## src/hw/rtl/asegm_pkg.sv

```systemverilog
package asegm_pkg;

	// overlap tolerance register
	localparam int TOL_W = 7;
	localparam logic [TOL_W-1:0] TOL_RESET = 7'd5;

	// tolerance is given in percent
	localparam int PCT = 100;

	// per-cell control, driven by the top level
	typedef struct packed {
		logic             wr;
		logic [TOL_W-1:0] tol;
	} cell_ctl_t;

endpackage

```

## src/hw/rtl/asegm_cell.sv

```systemverilog
// One cell of the comparison chain: holds one stored segment, checks the passing request
// against it over two register stages and hands the request on to its neighbour.
module asegm_cell #(
	parameter int POS_WIDTH = 24
) (
	input  logic                      clk,
	input  logic                      arst_n,
	input  asegm_pkg::cell_ctl_t      ctl,
	input  logic [POS_WIDTH-1:0]      wr_qs,
	input  logic [POS_WIDTH-1:0]      wr_qe,
	input  logic [POS_WIDTH-1:0]      wr_ss,
	input  logic [POS_WIDTH-1:0]      wr_se,
	input  logic signed [POS_WIDTH+1:0] wr_lq,
	input  logic signed [POS_WIDTH+1:0] wr_ls,
	input  logic                      in_vld,
	input  logic [POS_WIDTH-1:0]      in_qs,
	input  logic [POS_WIDTH-1:0]      in_qe,
	input  logic [POS_WIDTH-1:0]      in_ss,
	input  logic [POS_WIDTH-1:0]      in_se,
	input  logic signed [POS_WIDTH+1:0] in_lq,
	input  logic signed [POS_WIDTH+1:0] in_ls,
	output logic                      out_vld,
	output logic [POS_WIDTH-1:0]      out_qs,
	output logic [POS_WIDTH-1:0]      out_qe,
	output logic [POS_WIDTH-1:0]      out_ss,
	output logic [POS_WIDTH-1:0]      out_se,
	output logic signed [POS_WIDTH+1:0] out_lq,
	output logic signed [POS_WIDTH+1:0] out_ls,
	output logic                      hit
);

	localparam int LW = POS_WIDTH + 2;
	localparam int UW = POS_WIDTH + 1;
	localparam int PW = POS_WIDTH + 1 + asegm_pkg::TOL_W;

	// stored segment
	logic [POS_WIDTH-1:0] st_qs_q, st_qe_q, st_ss_q, st_se_q;
	logic signed [LW-1:0] st_lq_q, st_ls_q;

	// request handed on to the neighbour
	logic                 nx_vld_q;
	logic [POS_WIDTH-1:0] nx_qs_q, nx_qe_q, nx_ss_q, nx_se_q;
	logic signed [LW-1:0] nx_lq_q, nx_ls_q;

	// first stage: overlaps and shorter lengths
	logic                 st_first;
	logic signed [LW-1:0] ovq_n, ovs_n, lq_min, ls_min;
	logic                 skip_n;
	logic                 a_vld_q, skip_a_q;
	logic signed [LW-1:0] ovq_a_q, ovs_a_q;
	logic [UW-1:0]        lq_a_q, ls_a_q;

	// second stage: cross-multiplied tolerance test
	logic          ovq_pos, ovs_pos, tq, ts;
	logic [PW-1:0] q_lhs, q_rhs, s_lhs, s_rhs;
	logic          hit_q;

	always_ff @(posedge clk) begin
		if (ctl.wr) begin
			st_qs_q <= wr_qs;
			st_qe_q <= wr_qe;
			st_ss_q <= wr_ss;
			st_se_q <= wr_se;
			st_lq_q <= wr_lq;
			st_ls_q <= wr_ls;
		end
	end

	always_ff @(posedge clk or negedge arst_n) begin
		if (!arst_n) begin
			nx_vld_q <= 1'b0;
			a_vld_q  <= 1'b0;
			hit_q    <= 1'b0;
		end else begin
			nx_vld_q <= in_vld;
			a_vld_q  <= in_vld;
			if (a_vld_q) begin
				hit_q <= !skip_a_q && (tq || ts);
			end
		end
	end

	always_ff @(posedge clk) begin
		nx_qs_q  <= in_qs;
		nx_qe_q  <= in_qe;
		nx_ss_q  <= in_ss;
		nx_se_q  <= in_se;
		nx_lq_q  <= in_lq;
		nx_ls_q  <= in_ls;
		ovq_a_q  <= ovq_n;
		ovs_a_q  <= ovs_n;
		lq_a_q   <= lq_min[UW-1:0];
		ls_a_q   <= ls_min[UW-1:0];
		skip_a_q <= skip_n;
	end

	// order both segments by query start; the stored one is first only if strictly smaller
	assign st_first = st_qs_q < in_qs;

	always_comb begin
		if (st_first) begin
			ovq_n = {2'b00, st_qe_q} + LW'(1) - {2'b00, in_qs};
			ovs_n = {2'b00, st_se_q} + LW'(1) - {2'b00, in_ss};
		end else begin
			ovq_n = {2'b00, in_qe} + LW'(1) - {2'b00, st_qs_q};
			ovs_n = {2'b00, in_se} + LW'(1) - {2'b00, st_ss_q};
		end
		lq_min = (st_lq_q < in_lq) ? st_lq_q : in_lq;
		ls_min = (st_ls_q < in_ls) ? st_ls_q : in_ls;
		// drop the comparison when a shorter length is not positive
		skip_n = lq_min[LW-1] || (lq_min == '0) || ls_min[LW-1] || (ls_min == '0);
	end

	always_comb begin
		ovq_pos = !ovq_a_q[LW-1] && (ovq_a_q != '0);
		ovs_pos = !ovs_a_q[LW-1] && (ovs_a_q != '0);
		q_lhs   = PW'(ovq_a_q[UW-1:0]) * PW'(asegm_pkg::PCT);
		s_lhs   = PW'(ovs_a_q[UW-1:0]) * PW'(asegm_pkg::PCT);
		q_rhs   = PW'(ctl.tol) * PW'(lq_a_q);
		s_rhs   = PW'(ctl.tol) * PW'(ls_a_q);
		tq      = ovq_pos && (q_lhs > q_rhs);
		ts      = ovs_pos && (s_lhs > s_rhs);
	end

	assign out_vld = nx_vld_q;
	assign out_qs  = nx_qs_q;
	assign out_qe  = nx_qe_q;
	assign out_ss  = nx_ss_q;
	assign out_se  = nx_se_q;
	assign out_lq  = nx_lq_q;
	assign out_ls  = nx_ls_q;
	assign hit     = hit_q;

endmodule

```

## config.mk

```make
export PLATFORM = sky130hd
export DESIGN_NAME = asegm_cell
export DESIGN_NICKNAME = d
export VERILOG_FILES = /design/src/hw/rtl/asegm_pkg.sv /design/src/hw/rtl/asegm_cell.sv
export SDC_FILE = /design/constraint.sdc
export NUM_CORES = 2
export LEC_CHECK = 0
export BUFFER_PORTS_ARGS = -buffer_cell sky130_fd_sc_hd__buf_2
export CAP_MARGIN = 20
export CORE_AREA = 2 2 286 288
export CTS_CLUSTER_DIAMETER = 200
export CTS_CLUSTER_SIZE = 20
export DETAILED_ROUTE_END_ITERATION = 16
export DIE_AREA = 0 0 288 290
export GPL_TIMING_DRIVEN = 0
export HOLD_SLACK_MARGIN = 0.08
export PLACE_DENSITY = 0.74
export REMOVE_ABC_BUFFERS = 1
export SYNTH_ARGS = -nofsm -noshare
export SYNTH_HDL_FRONTEND = slang
export SYNTH_SLANG_ARGS = --single-unit
```

## constraint.sdc

```tcl
create_clock -name clk -period 9.8 [get_ports clk]
set_input_delay 0.98 -clock clk [delete_from_list [all_inputs] [get_ports clk]]
set_output_delay 0.98 -clock clk [all_outputs]
set_load 0.02 [all_outputs]
```

==> Word level (Yosys, flattened, before mapping) <==
Index checks and enable logic that the tools add are counted.
{ "totals": {"register_bits": 401, "latch_bits": 0, "ramBits": 0, "romBits": 0, "input_bits": 307, "output_inout_bits": 150, "wordCells": 56, "memories": 0} }
{ "classes": {"addsub": 8, "multipliers": 4, "div_mod_pow": 0, "n_lt_le_gt_ge": 5, "eq_ne": 0, "shift": 0, "mux": 4, "n_bitwise": 0, "n_reduce_logical": 16} }
{ "ops": {"columns": ["operator", "n"], "rows": [
  ["2-to-1 mux 26 bit", 4],
  ["subtractor 25 x 24 -> 26 bit", 4],
  ["adder 24 x 1 -> 25 bit (second input constant)", 4],
  ["> comparator 32 bit", 2],
  ["multiplier 7 x 25 -> 32 bit", 2],
  ["multiplier 25 x 5 -> 30 bit (second input constant)", 2],
  ["zero test 26 bit", 2],
  ["< comparator 26 bit", 2],
  ["nonzero test 26 bit", 2],
  ["< comparator 24 bit", 1],
  ["logical AND 1 bit", 5],
  ["logical OR 1 bit", 4],
  ["zero test 1 bit", 3]
]} }

==> Depth between registers and ports, before layout <==
{ "depth": {"depth_word": 6, "ltp_mapped": 31, "mapped_depth_nobuf": 30} }

==> Worst setup path after synthesis <==
No wires, ideal clock.
{ "synth_path": {"kind": "input port to flip-flop", "startpoint": "input port ctl[6] (netlist bit)", "endpoint": "register hit_q (netlist: hit)", "t_arrival_ns": 6.678, "path_slack_ns": 2.984, "path_stages": 28, "n_path_buf": 1, "cell_sequence": "clkbuf_1 and2_1 fa_1 fa_1 fa_1 inv_1 fa_1 inv_1 ha_1 a21oi_1 o21ai_0 o211ai_1 or3b_2 nand3_2 a221oi_4 o21bai_1 a21oi_1 xor2_1 ha_1 a21boi_0 o21a_1 o21a_1 o21ai_0 nand2b_1 a21oi_1 o21ai_0 o21ai_0 a31oi_1"} }
{ "synth_via": {"elab_chain_len": 5} }
{ "synth_rtl": {"columns": ["item", "line", "rtl"], "rows": [
  ["start, declared", "asegm_cell.sv:8", "input asegm_pkg::cell_ctl_t ctl,"],
  ["multiplier 7 x 25 -> 32 bit (on tied branches)", "asegm_cell.sv:119, asegm_cell.sv:120", null],
  ["> comparator 32 bit (on tied branches)", "asegm_cell.sv:121, asegm_cell.sv:122", null],
  ["logical AND 1 bit (on tied branches)", "asegm_cell.sv:121, asegm_cell.sv:122", null],
  ["logical OR 1 bit *", "asegm_cell.sv:78", "hit_q <= !skip_a_q && (tq || ts);"],
  ["logical AND 1 bit *", "asegm_cell.sv:78", null],
  ["end signal, assigned", "asegm_cell.sv:78", null],
  ["end, declared", "asegm_cell.sv:56", "logic hit_q;"]
]} }
Mark *: on every way between the ends. The rest lies on a longest branch, timed or not.
A chain may end at the register's enable or synchronous reset.

==> Final worst setup path <==
{ "layout_path": {"startpoint": "input port ctl[5] (netlist bit)", "endpoint": "register hit_q (netlist: hit)"} }
The elaborated chain is that of the path after synthesis.

==> results_tabular.tex <==
\begin{tabular}{lr}
\hline
Metric & Value \\
\hline
\multicolumn{2}{l}{\textbf{Clock tree}} \\
Total of cells resized after clock tree synthesis & 0 \\
Clk root buf & sky130\_fd\_sc\_hd\_\_clkbuf\_16 \\
CTS tree & yes \\
Post-CTS setup buffer count & 0 \\
Number of H-tree branching levels & 1 \\
Post-CTS clock slew at the launch and capture registers of the worst setup and hold paths & 0.09 ns \\
\# hold bufs at CTS & 0 \\
Number of clock sinks seen by CTS & 401 \\
Insertion delay of the later-clocked pin in the worst-skew pair & 0.61 ns \\
CTS Buffer Depth & 3 \\
Number of buffers created by CTS & 24 \\
\multicolumn{2}{l}{\textbf{Synthesis}} \\
Async set-reset flop share out of synthesis & 0.00499 \\
Dominant cell by count in the synthesized netlist & sky130\_fd\_sc\_hd\_\_inv\_1 \\
Count of state elements after synthesis & 401 \\
Cell count after synthesis & 3753 \\
Avg Synthesized Cell Area & approximately 9.6 um2 \\
Sequential fraction of the synthesis area & 0.265 \\
Main area contributors after synthesis & sky130\_fd\_sc\_hd\_\_ha\_1 (21\%), sky130\_fd\_sc\_hd\_\_fa\_1 (15\%), sky130\_fd\_sc\_hd\_\_dfxtp\_1 (14\%) \\
Cell taking the most area after synthesis & sky130\_fd\_sc\_hd\_\_ha\_1 \\
Ys flop type & sky130\_fd\_sc\_hd\_\_dfxtp\_1 \\
Area of the mapped netlist & about 36000 um2 \\
Share of Yosys cell area claimed by the top area cell type & 0.210 \\
Warnings from Yosys & 0 \\
Synth cell count leaders & sky130\_fd\_sc\_hd\_\_inv\_1 (673), sky130\_fd\_sc\_hd\_\_ha\_1 (603), sky130\_fd\_sc\_hd\_\_fa\_1 (276) \\
Number of synthesized flops with an enable pin & 148 \\
Unique masters post-synth & just over 90 \\
\multicolumn{2}{l}{\textbf{Placed design}} \\
Placed wire-length estimate & 66900 um \\
Placed Instance Area & 39500 um2 \\
Placer congestion estimate & 0.864 \\
Port Buffer Count & 456 \\
Setup WS pre-CTS & 1.52 ns \\
\multicolumn{2}{l}{\textbf{STA}} \\
Rel. slew slack & 0.344 \\
Number of hold violations in the final report & 0 \\
Fmax achieved & 130 MHz \\
Setup total negative slack & 0 ns \\
Endpoints failing setup & 0 \\
Final Critical Period & between 7 and 8 ns \\
Slew Limit Fails & 0 \\
RSZ-0062 raised after global routing & no \\
Final-layout worst hold slack & roughly 0.17 ns \\
Measured slew at the worst slew-check pin & between 0.9 and 1 ns \\
Maximum clock skew at final layout & 0.0250 ns \\
Slack of the critical path & approximately 2.1 ns \\
Final Cycle Share & 0.784 \\
\multicolumn{2}{l}{\textbf{Critical path}} \\
R2r startpoint & ls\_a\_q[10] \\
Critical path class & in2reg \\
Critical path capture point type & register \\
Worst r2r path cells & 28 \\
Critical path data arrival time & 8.16 ns \\
Crit path top cell by count & sky130\_fd\_sc\_hd\_\_fa\_1 \\
Largest fanout of any net on the critical path & 50 \\
Worst setup path startpoint & ctl[5] \\
Sort of element at the start of the critical path & input pin \\
CP Capture Point & hit \\
Worst Path Required & slightly above 10 ns \\
Destination of the worst register-to-register timing path & hit \\
Maximum cell stage delay along the critical path & 0.67 ns \\
Slack of the worst reg-to-reg path & 2.81 ns \\
Library cell contributing the largest single delay on the critical path & sky130\_fd\_sc\_hd\_\_buf\_2 \\
\multicolumn{2}{l}{\textbf{Drt}} \\
Via-per-instance ratio & 5.05 \\
DR WL/cell & 15.4 um \\
DRC viols & 0 \\
Total Wirelength & 80900 um \\
Via count & $\sim$27000 \\
Iter 0 DRT Violations & 1176 \\
Remaining number of nets flagged by the antenna check after routing & 0 \\
First-pass DRT Iterations & 5 \\
\multicolumn{2}{l}{\textbf{Floorplanning}} \\
Site Rows & 104 \\
IO Count & 457 \\
Placeable core area & between 80000 and 90000 um2 \\
Die boundary height & approximately 290 um \\
Starting Density & 0.449 \\
Width of the die & approximately 290 um \\
Total die area & approximately 84000 um2 \\
\multicolumn{2}{l}{\textbf{Global route}} \\
Aggregate global-route resource usage & 0.194 \\
Pin count of the biggest net entering global routing & between 80 and 90 \\
Number of antenna violations at the first check in global routing & 6 \\
Global-route wire length before repair & $\sim$130000 um \\
Total global routing overflow & 0 \\
Via count of the first global-routing pass & 27500 \\
\multicolumn{2}{l}{\textbf{Flow run}} \\
Number of max-cap violations & 0 \\
\multicolumn{2}{l}{\textbf{Layout}} \\
Area added between synthesis and finish & 11.9\% \\
Net count of the finished layout & about 5400 \\
Cell area after layout & 40200 um2 \\
Layout cell share with drive strength beyond 1 & 0.129 \\
\multicolumn{2}{l}{\textbf{Hold path}} \\
Hold Path Class & in2async \\
\multicolumn{2}{l}{\textbf{Run status}} \\
Outcome & complete, no violations \\
\hline
\end{tabular}
[per-stage QoR]
| step | util | instances |
|---|---|---|
| after floorplan | - | 3697 |
| after global placement | 0.491 | 5213 |
| after detailed placement | 0.493 | 5220 |
| after CTS | 0.502 | 5264 |
| after global routing | 0.502 | 5270 |
| final | 0.502 | 5271 |
[how the worst min path moves through the flow]
stage            endpoint  cells after the start
2_1_floorplan         hit                      3
3_3_place_gp    lq_a_q[5]                      2
3_5_place_dp   lq_a_q[17]                      2
4_1_cts               hit                      1
5_1_grt               hit                      1
6_report              hit                      1
[worst max-delay path, delay by kind of cell]
family	cells	cell delay (ns)
AOI/OAI and AO/OA	14	2.83
adders and majority gates	6	2.76
buffers and inverters	3	0.77
and+or+nand+nor	5	0.56
xor gates and xnor gates	1	0.19
[state kept, by name, indices dropped and copies added, names as in the netlist, 25 cells and up]
| signal | cells |
|---|---|
| lq_a_q | 25 |
| ovs_a_q | 26 |
| out_lq | 26 |
| ovq_a_q | 26 |
| st_lq_q | 26 |
| out_ls | 26 |
| st_ls_q | 26 |
| ls_a_q | 25 |
[layout make-up]
cell class	count	area (um2)
tap	1060	1330
multi-input combinational	2622	23700
antenna	7	17.5
clock inverter	2	36.3
clock buffer	42	668
sequential	401	9520
timing repair buffer	463	2430
fill	7382	39900
inverter	674	2530
[cell usage in the layout, fill, tap and decap left out, types with 21 or more instances in the layout]
cell type,count
sky130_fd_sc_hd__inv_1,673
sky130_fd_sc_hd__ha_1,603
sky130_fd_sc_hd__buf_2,455
sky130_fd_sc_hd__fa_1,276
sky130_fd_sc_hd__nand2_1,273
sky130_fd_sc_hd__dfxtp_1,251
sky130_fd_sc_hd__and2_1,232
sky130_fd_sc_hd__a21oi_1,173
sky130_fd_sc_hd__o21ai_0,153
sky130_fd_sc_hd__edfxtp_1,148
sky130_fd_sc_hd__nor2_1,117
sky130_fd_sc_hd__a21o_1,114
sky130_fd_sc_hd__xnor2_1,114
sky130_fd_sc_hd__xor2_1,63
sky130_fd_sc_hd__nor3_1,40
sky130_fd_sc_hd__nand3_1,37
sky130_fd_sc_hd__nand4_1,36
sky130_fd_sc_hd__nor2b_1,35
sky130_fd_sc_hd__nand2b_1,29
sky130_fd_sc_hd__nor4_1,26
sky130_fd_sc_hd__o21a_1,25
sky130_fd_sc_hd__o21bai_1,25
sky130_fd_sc_hd__clkbuf_16,24
sky130_fd_sc_hd__a211oi_1,21
[cell families (layout without fill, tap and decap cells)]
group	after synthesis	after routing	synth area share
mux	18	18	0.00529
compound gates	660	660	0.120
other cells	0	7	0
fa+ha+maj	879	879	0.364
flops	401	401	0.265
simple gates	887	887	0.126
xor+xnor	178	178	0.0434
buf+inv	730	1181	0.0767
[layer usage]
metal / wire, um / global-route usage / vias to the layer above / share of wire
li1: - / - / 13400 / -
met1: 37100 / 0.261 / 12600 / 0.46
met2: 38200 / 0.329 / 566 / 0.47
met3: 3520 / 0.0232 / 103 / 0.044
met4: 2140 / 0.0519 / 0 / 0.026
met5: 0 / 0 / - / 0
Power is not shown: default switching activity piles up to over one toggle a cycle in this logic, so the estimate is an artifact.
